`src/binomial_coefficient_unit_defines.svh`:
```
// Assertion macros for the binomial coefficient unit.
// Included by the top level; needs nothing else.
`ifndef BINOMIAL_COEFFICIENT_UNIT_DEFINES_SVH
`define BINOMIAL_COEFFICIENT_UNIT_DEFINES_SVH

// Same-cycle implication, checked out of reset.
`define BCU_ASSERT_NOW(label, clk, rst, ante, cons, msg) \
   label: assert property (@(posedge clk) disable iff (rst) (ante) |-> (cons)) \
      else $error(msg);

// Next-cycle implication, checked out of reset.
`define BCU_ASSERT_NEXT(label, clk, rst, ante, cons, msg) \
   label: assert property (@(posedge clk) disable iff (rst) (ante) |=> (cons)) \
      else $error(msg);

`endif

```
`src/bcu_pkg.sv`:
```
// Shared types and constants of the binomial coefficient unit.
// No dependencies.
`default_nettype none

package bcu_pkg;

   localparam int FIELD_W   = 6;   // n and k
   localparam int COEF_W    = 57;  // result width
   localparam int WORK_W    = 63;  // widest intermediate product
   localparam int COUNT_W   = 6;   // step counter of the shift unit
   localparam int MUL_STEPS = FIELD_W;  // one multiplier bit per step
   localparam int DIV_STEPS = WORK_W;   // one quotient bit per step

   // Largest n computed; above it the overflow flag is raised.
   localparam logic [FIELD_W-1:0] MAX_N = FIELD_W'(60);

   typedef enum logic {
      OP_MUL,
      OP_DIV
   } op_type;

   // Command from the sequencer to the shift unit.
   typedef struct packed {
      logic                go;
      op_type              op;
      logic [WORK_W-1:0]   a;   // multiplicand or dividend
      logic [FIELD_W-1:0]  b;   // multiplier or divisor
   } cmd_type;

endpackage

`default_nettype wire

```
`src/bcu_shift_unit.sv`:
```
// Shared bit-serial arithmetic unit: shift-add multiply, restoring divide.
// Depends on bcu_pkg.
`default_nettype none

module bcu_shift_unit
   import bcu_pkg::*;
(
   input  wire logic               clock,
   input  wire logic               reset,
   input  wire cmd_type            cmd,
   output logic                    done,
   output logic [WORK_W-1:0]       result
);

   logic                busy_ff,  busy_in;
   logic                done_ff,  done_in;
   op_type              op_ff,    op_in;
   logic [COUNT_W-1:0]  count_ff, count_in;
   logic [WORK_W-1:0]   a_ff,     a_in;
   logic [FIELD_W-1:0]  b_ff,     b_in;
   logic [WORK_W-1:0]   acc_ff,   acc_in;
   logic [FIELD_W-1:0]  rem_ff,   rem_in;

   logic [FIELD_W:0]    partial;
   logic                fits;

   // Divide step: bring down the next dividend bit, try the subtract.
   assign partial = {rem_ff, acc_ff[WORK_W-1]};
   assign fits    = (partial >= {1'b0, b_ff});

   always_comb begin
      busy_in  = busy_ff;
      done_in  = 1'b0;
      op_in    = op_ff;
      count_in = count_ff;
      a_in     = a_ff;
      b_in     = b_ff;
      acc_in   = acc_ff;
      rem_in   = rem_ff;
      if (cmd.go) begin
         busy_in = 1'b1;
         op_in   = cmd.op;
         b_in    = cmd.b;
         rem_in  = '0;
         if (cmd.op == OP_MUL) begin
            a_in     = cmd.a;
            acc_in   = '0;
            count_in = COUNT_W'(MUL_STEPS - 1);
         end else begin
            a_in     = '0;
            acc_in   = cmd.a;
            count_in = COUNT_W'(DIV_STEPS - 1);
         end
      end else if (busy_ff) begin
         if (op_ff == OP_MUL) begin
            // add the shifted multiplicand for each set multiplier bit
            if (b_ff[0]) begin
               acc_in = acc_ff + a_ff;
            end
            a_in = {a_ff[WORK_W-2:0], 1'b0};
            b_in = {1'b0, b_ff[FIELD_W-1:1]};
         end else begin
            // quotient bits shift into the dividend register from the right
            rem_in = fits ? FIELD_W'(partial - {1'b0, b_ff}) : partial[FIELD_W-1:0];
            acc_in = {acc_ff[WORK_W-2:0], fits};
         end
         count_in = count_ff - COUNT_W'(1);
         if (count_ff == '0) begin
            busy_in = 1'b0;
            done_in = 1'b1;
         end
      end
   end

   always_ff @(posedge clock) begin
      if (reset) begin
         busy_ff <= 1'b0;
         done_ff <= 1'b0;
      end else begin
         busy_ff <= busy_in;
         done_ff <= done_in;
      end
      op_ff    <= op_in;
      count_ff <= count_in;
      a_ff     <= a_in;
      b_ff     <= b_in;
      acc_ff   <= acc_in;
      rem_ff   <= rem_in;
   end

   assign done   = done_ff;
   assign result = acc_ff;

endmodule

`default_nettype wire

```
`src/binomial_coefficient_unit.sv`:
```
// Binomial coefficient unit: top level with the step sequencer.
// Depends on bcu_pkg, bcu_shift_unit and binomial_coefficient_unit_defines.svh.
//
// Use: present n on req_n_total and k on req_k_chosen and raise start; the
// word is taken at a rising edge where start is high and busy is low. busy
// stays high until the result is out. The result word appears on
// rsp_coefficient and rsp_overflow for exactly one cycle, marked by
// rsp_valid; the receiver cannot stall it and must take it in that cycle.
// After the accepting edge, S_CHECK handles the cases n above MAX_N and k
// above n directly and raises the strobe; otherwise the loop runs m steps,
// m = min(k, n - k). Each step runs one multiply by (n - i), by shift-add,
// and one exact divide by (i + 1), by restoring division, both on the one
// shared shift unit with handoff through the GO and WAIT states, plus a pass
// through loop control. A new word may be started in the strobe cycle.
// Reset is synchronous; it drops busy and any pending result.
`default_nettype none
`include "binomial_coefficient_unit_defines.svh"

module binomial_coefficient_unit
   import bcu_pkg::*;
(
   input  wire logic                 clock,
   input  wire logic                 reset,
   input  wire logic                 start,
   output logic                      busy,
   input  wire logic [FIELD_W-1:0]   req_n_total,
   input  wire logic [FIELD_W-1:0]   req_k_chosen,
   output logic                      rsp_valid,
   output logic [COEF_W-1:0]         rsp_coefficient,
   output logic                      rsp_overflow
);

   typedef enum logic [2:0] {
      S_IDLE,
      S_CHECK,
      S_LOOP,
      S_MUL_GO,
      S_MUL_WAIT,
      S_DIV_GO,
      S_DIV_WAIT
   } state_type;

   state_type           state_ff;
   logic [FIELD_W-1:0]  n_ff;
   logic [FIELD_W-1:0]  k_ff;
   logic [FIELD_W-1:0]  m_ff;     // k folded to min(k, n - k)
   logic [FIELD_W-1:0]  i_ff;     // steps done
   logic [COEF_W-1:0]   acc_ff;   // C(n, i)
   logic                rsp_valid_ff;
   logic [COEF_W-1:0]   rsp_coef_ff;
   logic                rsp_ovf_ff;

   cmd_type             cmd;
   logic                unit_done;
   logic [WORK_W-1:0]   unit_result;

   // Shared arithmetic unit
   bcu_shift_unit u_shift_unit (
      .clock  (clock),
      .reset  (reset),
      .cmd    (cmd),
      .done   (unit_done),
      .result (unit_result)
   );

   // Commands to the unit
   always_comb begin
      cmd.go = (state_ff == S_MUL_GO) || (state_ff == S_DIV_GO);
      if (state_ff == S_DIV_GO) begin
         cmd.op = OP_DIV;
         cmd.a  = unit_result;
         cmd.b  = i_ff + FIELD_W'(1);
      end else begin
         cmd.op = OP_MUL;
         cmd.a  = {{(WORK_W-COEF_W){1'b0}}, acc_ff};
         cmd.b  = n_ff - i_ff;
      end
   end

   // Sequencer and result register
   always_ff @(posedge clock) begin
      if (reset) begin
         state_ff     <= S_IDLE;
         rsp_valid_ff <= 1'b0;
      end else begin
         rsp_valid_ff <= 1'b0;
         unique case (state_ff)
            S_IDLE: begin
               if (start) begin
                  n_ff     <= req_n_total;
                  k_ff     <= req_k_chosen;
                  state_ff <= S_CHECK;
               end
            end
            S_CHECK: begin
               acc_ff <= COEF_W'(1);
               i_ff   <= '0;
               m_ff   <= ({1'b0, k_ff} + {1'b0, k_ff} > {1'b0, n_ff}) ? n_ff - k_ff : k_ff;
               if (n_ff > MAX_N) begin
                  rsp_valid_ff <= 1'b1;
                  rsp_coef_ff  <= '0;
                  rsp_ovf_ff   <= 1'b1;
                  state_ff     <= S_IDLE;
               end else if (k_ff > n_ff) begin
                  rsp_valid_ff <= 1'b1;
                  rsp_coef_ff  <= '0;
                  rsp_ovf_ff   <= 1'b0;
                  state_ff     <= S_IDLE;
               end else begin
                  state_ff <= S_LOOP;
               end
            end
            S_LOOP: begin
               if (i_ff == m_ff) begin
                  rsp_valid_ff <= 1'b1;
                  rsp_coef_ff  <= acc_ff;
                  rsp_ovf_ff   <= 1'b0;
                  state_ff     <= S_IDLE;
               end else begin
                  state_ff <= S_MUL_GO;
               end
            end
            S_MUL_GO: begin
               state_ff <= S_MUL_WAIT;
            end
            S_MUL_WAIT: begin
               if (unit_done) begin
                  state_ff <= S_DIV_GO;
               end
            end
            S_DIV_GO: begin
               state_ff <= S_DIV_WAIT;
            end
            S_DIV_WAIT: begin
               // exact division: quotient is C(n, i + 1)
               if (unit_done) begin
                  acc_ff   <= unit_result[COEF_W-1:0];
                  i_ff     <= i_ff + FIELD_W'(1);
                  state_ff <= S_LOOP;
               end
            end
            default: begin
               state_ff <= S_IDLE;
            end
         endcase
      end
   end

   assign busy            = (state_ff != S_IDLE);
   assign rsp_valid       = rsp_valid_ff;
   assign rsp_coefficient = rsp_coef_ff;
   assign rsp_overflow    = rsp_ovf_ff;

   // Checks
   `BCU_ASSERT_NOW(a_ovf_zero, clock, reset, rsp_valid && rsp_overflow, rsp_coefficient == '0, "overflow result carries a nonzero coefficient")
   `BCU_ASSERT_NOW(a_idle_on_rsp, clock, reset, rsp_valid, !busy, "result strobe while still busy")
   `BCU_ASSERT_NEXT(a_start_busy, clock, reset, start && !busy, busy, "accepted word did not raise busy")
   `BCU_ASSERT_NEXT(a_one_strobe, clock, reset, rsp_valid, !rsp_valid, "result strobe longer than one cycle")

endmodule

`default_nettype wire
```
`config.mk`:
```
export PLATFORM = sky130hd
export DESIGN_NAME = binomial_coefficient_unit
export DESIGN_NICKNAME = d
export VERILOG_FILES = /design/src/bcu_pkg.sv /design/src/bcu_shift_unit.sv /design/src/binomial_coefficient_unit.sv
export VERILOG_INCLUDE_DIRS = /design/src /design/src/src
export SDC_FILE = /design/constraint.sdc
export NUM_CORES = 1
export LEC_CHECK = 0
export BUFFER_PORTS_ARGS = -buffer_cell sky130_fd_sc_hd__buf_2
export CORE_MARGIN = 1
export CORE_UTILIZATION = 45
export CTS_CLUSTER_DIAMETER = 200
export DETAILED_ROUTE_END_ITERATION = 7
export HOLD_SLACK_MARGIN = 0.03
export PLACE_DENSITY = 0.68
export SYNTH_ARGS = -nofsm -noshare
export SYNTH_HDL_FRONTEND = slang
export SYNTH_SLANG_ARGS = --single-unit
```
`constraint.sdc`:
```
create_clock -name clock -period 8.8 [get_ports clock]
set_input_delay 1.32 -clock clock [delete_from_list [all_inputs] [get_ports clock]]
set_output_delay 1.32 -clock clock [all_outputs]
set_load 0.02 [all_outputs]
```
# After elaboration in Yosys (flattened, before gate mapping)
# Index checks and enable logic that the tools add are counted.
[classes]
add_sub_neg = 7
n_lt_le_gt_ge = 4
eq_ne = 13
n_mux = 45
bitwise = 2
n_reduce_logical = 17
[ops]
columns = ["cell", "n"]
rows = [
  ["63-bit 2-to-1 mux", 9],
  ["57-bit 2-to-1 mux", 4],
  ["57-bit one-hot mux with 2 select lines", 2],
  ["70-bit 2-to-1 mux", 1],
  ["63-bit adder", 1],
  ["6-bit 2-to-1 mux", 9],
  ["3-bit one-hot mux with 7 select lines", 1],
  ["6-bit subtractor", 3],
  ["6-bit one-hot mux with 2 select lines", 1],
  ["1-bit 2-to-1 mux", 10],
  ["3-bit equality test, second input constant", 3],
  ["3-bit 2-to-1 mux", 3],
  ["3-bit AND reduction", 3],
  ["2-bit AND reduction", 4],
  ["6-bit by 6-bit adder with 7-bit output", 1],
  ["7-bit by 6-bit greater-or-equal comparator with 1-bit output", 1],
  ["7-bit by 6-bit > comparator with 1-bit output", 1],
  ["6-bit by 1-bit adder with 6-bit output, second input constant", 1],
  ["3-bit by 2-bit equality test with 1-bit output, second input constant", 2],
  ["6-bit equality test", 1],
  ["6-bit > comparator", 1],
  ["6-bit > comparator, second input constant", 1],
  ["6-bit logical NOT", 1],
  ["2-bit 2-to-1 mux", 3],
  ["13 further kinds", 21],
]
[totals]
register_bits = 290
inputBits = 15
output_inout_bits = 60
word_cells = 105

# Longest topological paths before layout
[logic_depth]
word_depth = 5
mapped_depth = 13
depth_no_buf = 12

# Cells and area by module
# Synthesis repeated with hierarchy kept, for this count alone.
[hier_totals]
cells_unflattened = 1745
hier_area_um2 = 17483.0
[modules_own_cells]
columns = ["mod", "n_inst", "cells_each", "area_each_um2", "seq_area_each_um2"]
rows = [
  ["bcu_shift_unit", 1, 1127, 10600.2, 4334.2],
  ["binomial_coefficient_unit", 1, 618, 6882.9, 4254.1],
]

# Worst setup path before layout
# No wires, ideal clock.
[synth_path]
kind = "register to register"
start = "register u_shift_unit.op_ff"
end = "register u_shift_unit.a_ff[0] (enable)"
setup_time_ns = 0.591
t_arrival_ns = 5.736
required_ns = 8.209
slack_ns = 2.473
stages_incl_launch_ff = 4
path_buffers = 2
synth_period_minus_slack_ns = 6.327
cell_sequence = "edfxtp_1 clkbuf_1 clkbuf_1 o21ai_0"
[synth_via]
elab_chain_cells = 2
[synth_rtl]
columns = ["element", "line_no", "text"]
rows = [
  ["start, declared", "bcu_shift_unit.sv:17", "op_type op_ff, op_in;"],
  ["start signal, assigned", "bcu_shift_unit.sv:83", "op_ff <= op_in;"],
  ["2-bit != test (no line)", "n/a", ""],
  ["2-bit AND reduction (no line)", "n/a", ""],
  ["end signal, assigned", "bcu_shift_unit.sv:85", "a_ff <= a_in;"],
  ["end, declared", "bcu_shift_unit.sv:19", "logic [WORK_W-1:0] a_ff, a_in;"],
]
# No other way between the ends.
# A chain may end at the register's enable or synchronous reset.

# Final worst setup path
[layout_path]
start = "register state_ff[0]"
end = "register u_shift_unit.acc_ff[62], in the netlist u_shift_unit.result[62] (data pin)"
[layout_via]
elab_chain_cells = 4
elab_cells_between_ends = 6
classes_between = "eq/ne: 2; mux: 3; reduce/logical: 1"
[layout_rtl]
columns = ["element", "line_no", "text"]
rows = [
  ["start, declared", "binomial_coefficient_unit.sv:43", "state_type state_ff;"],
  ["start signal, assigned", "binomial_coefficient_unit.sv:83", "state_ff <= S_IDLE;"],
  ["start signal, assigned", "binomial_coefficient_unit.sv:92", "state_ff <= S_CHECK;"],
  ["start signal, assigned", "binomial_coefficient_unit.sv:103", "state_ff <= S_IDLE;"],
  ["3-bit equality test", "binomial_coefficient_unit.sv:68, binomial_coefficient_unit.sv:69", ""],
  ["70-bit 2-to-1 mux", "binomial_coefficient_unit.sv:69", "if (state_ff == S_DIV_GO) begin"],
  ["63-bit 2-to-1 mux", "bcu_shift_unit.sv:45", "if (cmd.op == OP_MUL) begin"],
  ["63-bit 2-to-1 mux (*)", "bcu_shift_unit.sv:40", "if (cmd.go) begin"],
  ["named net u_shift_unit.acc_in[62]", "bcu_shift_unit.sv:21", "logic [WORK_W-1:0] acc_ff, acc_in;"],
  ["end signal, assigned", "bcu_shift_unit.sv:87", "acc_ff <= acc_in;"],
  ["end, declared", "bcu_shift_unit.sv:21", ""],
]
# The timed path passes the listed nets; every way through them passes the cells marked *.

==> flow_metrics.py <==
metrics = {
    "grt": {
        "antenna_found_initial": 0,
        "grt_overflow_total": 0,
        "grt_pass1_vias": 12208,
        "track_usage": 0.207,
        "grt_max_degree": 93,
        "grt_pass1_wl_mm": 64.3,
    },
    "floorplanning": {
        "die_area_sq_um": 37800,
        "ios": 75,
        "die_w_um": 194,
        "initial_core_util": 0.456,
        "rows": 70,
        "core_sq_um": 36500,
        "fp.dieH_um": 194,
    },
    "setup_path": {
        "cp_max_fo": 92,
        "crit_path_start": "state_ff[0]",
        "crit_chain": "nor2b_1, nand2_1, clkinv_2, buf_4, or3_1, or3_1, or4b_1, o221ai_1",
        "cp_common_cell": "or3_1",
        "path_class": "reg -> reg",
        "path_delay_family": "simple AND/OR/NAND/NOR gates",
        "cp-start-kind": "register",
        "slowest_delay_ns": 1.04,
        "required_ns": 9.13,
        "endpoint_kind": "register",
        "cp_num_buf_inv": 2,
        "slowest_stage": "or3_1",
        "crit_arrival_ns": 4.98,
        "reg2reg_from": "state_ff[0]",
    },
    "worst_hold_path": {
        "hold_class": "reg -> reg",
        "worstHoldStart": "u_shift_unit.rem_ff[5]",
    },
    "logic_synthesis": {
        "yosysWarnings": 0,
        "syn_nets": 1731,
        "synth_flop_cell": "edfxtp_1",
        "seq_area_frac_synth": 0.516,
        "syn_avg_cell_area_sq_um": 10.3,
        "ys_async_sr_fraction": 0,
        "synth_cell_types": 70,
        "ys_ff_latch": 290,
        "netlist_area_sq_um": 16700,
        "netlist_instances": 1625,
        "synth_edf_count": 278,
    },
    "cells_and_area": {
        "final_layout_size_suffix_gt1_frac": 0.0903,
        "nFillCells": 3307,
        "multi_input_area_sq_um": 7540,
        "finish.instance_area_sq_um": 18400,
        "syn2layout_area_growth_pct": 10.4,
        "nNetsFinal": 1755,
        "ff_latch_area_sq_um": 8590,
        "antenna_cells": 0,
        "final_cells": 2140,
        "post-route-util": 0.504,
    },
    "detailed_routing": {
        "dr_total_vias": 12365,
        "first_pass_iters": 7,
        "drt-total-wl_mm": 39.2,
        "post_drt_wl_per_cell_um": 18.3,
        "post-route-drc-count": 0,
        "ant_nets": 0,
        "drt_iter0_markers": 1095,
        "via_per_inst": 5.78,
    },
    "timing": {
        "drv_slew": 0,
        "fin_skew_ns": 0.0143,
        "min_period_ns": 4.65,
        "rsz0062_at_grt": "false",
        "fmax_mhz": 215,
        "period_share": 0.528,
        "tightest_slew_ns": 1.30,
        "setup_viol": 0,
        "finalSetupTns_ns": 0,
        "relSlewSlack": 0.136,
        "finalHoldViolCount": 0,
    },
    "clocking": {
        "cts_resized": 0,
        "holdBufCountCts": 0,
        "htreeDepth": 2,
        "cts.sinks": 290,
        "postCtsSetupBuffers": 0,
        "path_clk_slew_ns": 0.06,
        "clockBufferDepth": 3,
        "tritoncts": "done",
        "clock_latency_ns": 0.51,
        "cts_root_buffer": "clkbuf_16",
        "cts_inserted_buffers": 34,
    },
    "status": {
        "outcome": "finished, final reports clean",
    },
    "power_and_ir_drop": {
        "power_frac_comb": 0.150,
        "p_per_area_nw_per_um2": 191,
        "clkPwrFrac": 0.375,
        "p_sw_frac": 0.268,
        "power_mw": 3.51,
        "ir_worst_vdd_uv": 120,
        "leakagePower_nw": 7.21,
        "power_frac_seq": 0.475,
        "switchingPower_mw": 0.941,
        "power.internal_mw": 2.57,
    },
    "placed_design": {
        "place_congestion": 0.931,
        "dp.cells": 2081,
        "dp_hpwl_mm": 25.7,
        "port_buffers": 74,
        "placedInstanceArea_sq_um": 17400,
    },
    "run": {
        "drv_cap": 0,
    },
}
==> cells in the mapped netlist (4+ instances only) <==
cell type	count	share of area
and3_1	75	0.028
nor2_1	91	0.021
nand2_1	197	0.044
a22o_1	21	0.011
xnor2_1	44	0.023
inv_1	53	0.012
nand4_1	20	0.0075
nand3_1	19	0.0057
dfxtp_1	12	0.014
a21boi_0	7	0.0032
o21a_1	9	0.0041
a21o_1	31	0.014
edfxtp_1	278	0.50
and2_1	62	0.023
nand3b_1	6	0.0027
a31oi_1	8	0.0030
a211oi_1	14	0.0063
a21oi_1	164	0.049
nor4_1	8	0.0030
o211ai_1	6	0.0027
or3_1	4	0.0015
ha_1	87	0.065
xor2_1	34	0.018
o21ai_0	116	0.035
a22oi_1	37	0.017
mux2i_1	5	0.0030
nor3_1	19	0.0057
o22ai_1	4	0.0015
nand2b_1	8	0.0030
o31ai_1	5	0.0023
buf_1	8	0.0018
o31a_1	5	0.0026
o21bai_1	22	0.0099
nor2b_1	6	0.0023
buf_2	8	0.0024
clkbuf_1	80	0.018
fa_1	4	0.0048
==> worst paths after layout <==
kind / endpoint / slack (ns) / cells after the start
max: u_shift_unit.result[62] / 4.15 / 8
min: u_shift_unit.rem_ff[5] / 0.49 / 2
max reg2reg: u_shift_unit.result[62] / 4.15 / 8
min reg2reg: u_shift_unit.rem_ff[5] / 0.49 / 2
==> registers in the layout, indices dropped and copies added (netlist names), 3 cells and up <==
signal	cells
u_shift_unit.a_ff	63
u_shift_unit.result	63
acc_ff	57
rsp_coefficient	57
i_ff	6
k_ff	6
m_ff	6
n_ff	6
u_shift_unit.b_ff	6
u_shift_unit.count_ff	6
u_shift_unit.rem_ff	6
state_ff	3
==> cell families (layout without fill, tap and decap cells) <==
kind of cell / count (synthesis) / in the layout / share of synthesized area
simple gates: 527 / 527 / 0.154
compound gates: 484 / 484 / 0.181
flops: 290 / 290 / 0.516
buf+inv: 150 / 197 / 0.0345
fa+ha+maj: 91 / 91 / 0.0702
xor+xnor: 78 / 78 / 0.0410
mux: 5 / 5 / 0.00300
==> final cells by class <==
type,count,area share
Timing Repair Buffer,85,0.0246
Clock inverter,16,0.00633
Tap cell,468,0.0318
Sequential cell,290,0.467
Clock buffer,43,0.0492
Multi-Input combinational cell,1185,0.410
Inverter,53,0.0109
==> worst min-delay path, delay by kind of cell (launching register included) <==
| kind | cells | cell delay (ns) |
|---|---|---|
| DFF | 1 | 0.32 |
| AOI/OAI and AO/OA | 1 | 0.06 |
| and+or+nand+nor | 1 | 0.07 |
==> per-layer routing <==
metal / up-vias / global-route usage / share of wire
met3: 58 / 0.0241 / 0.042
met1: 5944 / 0.298 / 0.49
met4: 0 / 0.0514 / 0.021
met2: 319 / 0.333 / 0.45
li1: 6044 / - / -
met5: - / 0 / 0
==> power by group through the flow <==
stage / combinational [mW] / clock, mW / sequential (mW)
global placement: 0.511 / 0 / 1.69
CTS: 0.528 / 1.34 / 1.67
floorplan: 0.377 / 0 / 1.71
detailed placement: 0.525 / 0 / 1.69
global route: 0.587 / 1.40 / 1.68
finish: 0.527 / 1.32 / 1.67
==> through the flow <==
step	setup WS (ns)	hold slack [ns]
2_1_floorplan	2.47	0.454
6_report	4.15	0.495
5_1_grt	3.89	0.529
3_3_place_gp	4.42	0.475
4_1_cts	4.26	0.500
3_5_place_dp	4.27	0.489
==> placed cells by master (no fill, tap or decap), drive strengths merged, types with 5 or more instances in the layout <==
| master | instances |
|---|---|
| o31a | 5 |
| mux2i | 5 |
| clkinvlp | 5 |
| a22o | 21 |
| dfxtp | 12 |
| a31oi | 8 |
| clkbuf | 43 |
| nand2 | 197 |
| and2 | 62 |
| o31ai | 6 |
| clkinv | 10 |
| edfxtp | 278 |
| inv | 53 |
| nand2b | 8 |
| nand3b | 6 |
| a21oi | 164 |
| xnor2 | 44 |
| and3 | 75 |
| nor4 | 9 |
| a21o | 31 |
| a211oi | 14 |
| nor2 | 91 |
| a22oi | 37 |
| xor2 | 34 |
| o21a | 10 |
| o211ai | 6 |
| o21bai | 22 |
| buf | 85 |
| a21boi | 10 |
| nand3 | 19 |
| ha | 87 |
| o21ai | 117 |
| nand4 | 20 |
| nor2b | 7 |
| nor3 | 19 |
(Power assumes the default switching activity.)
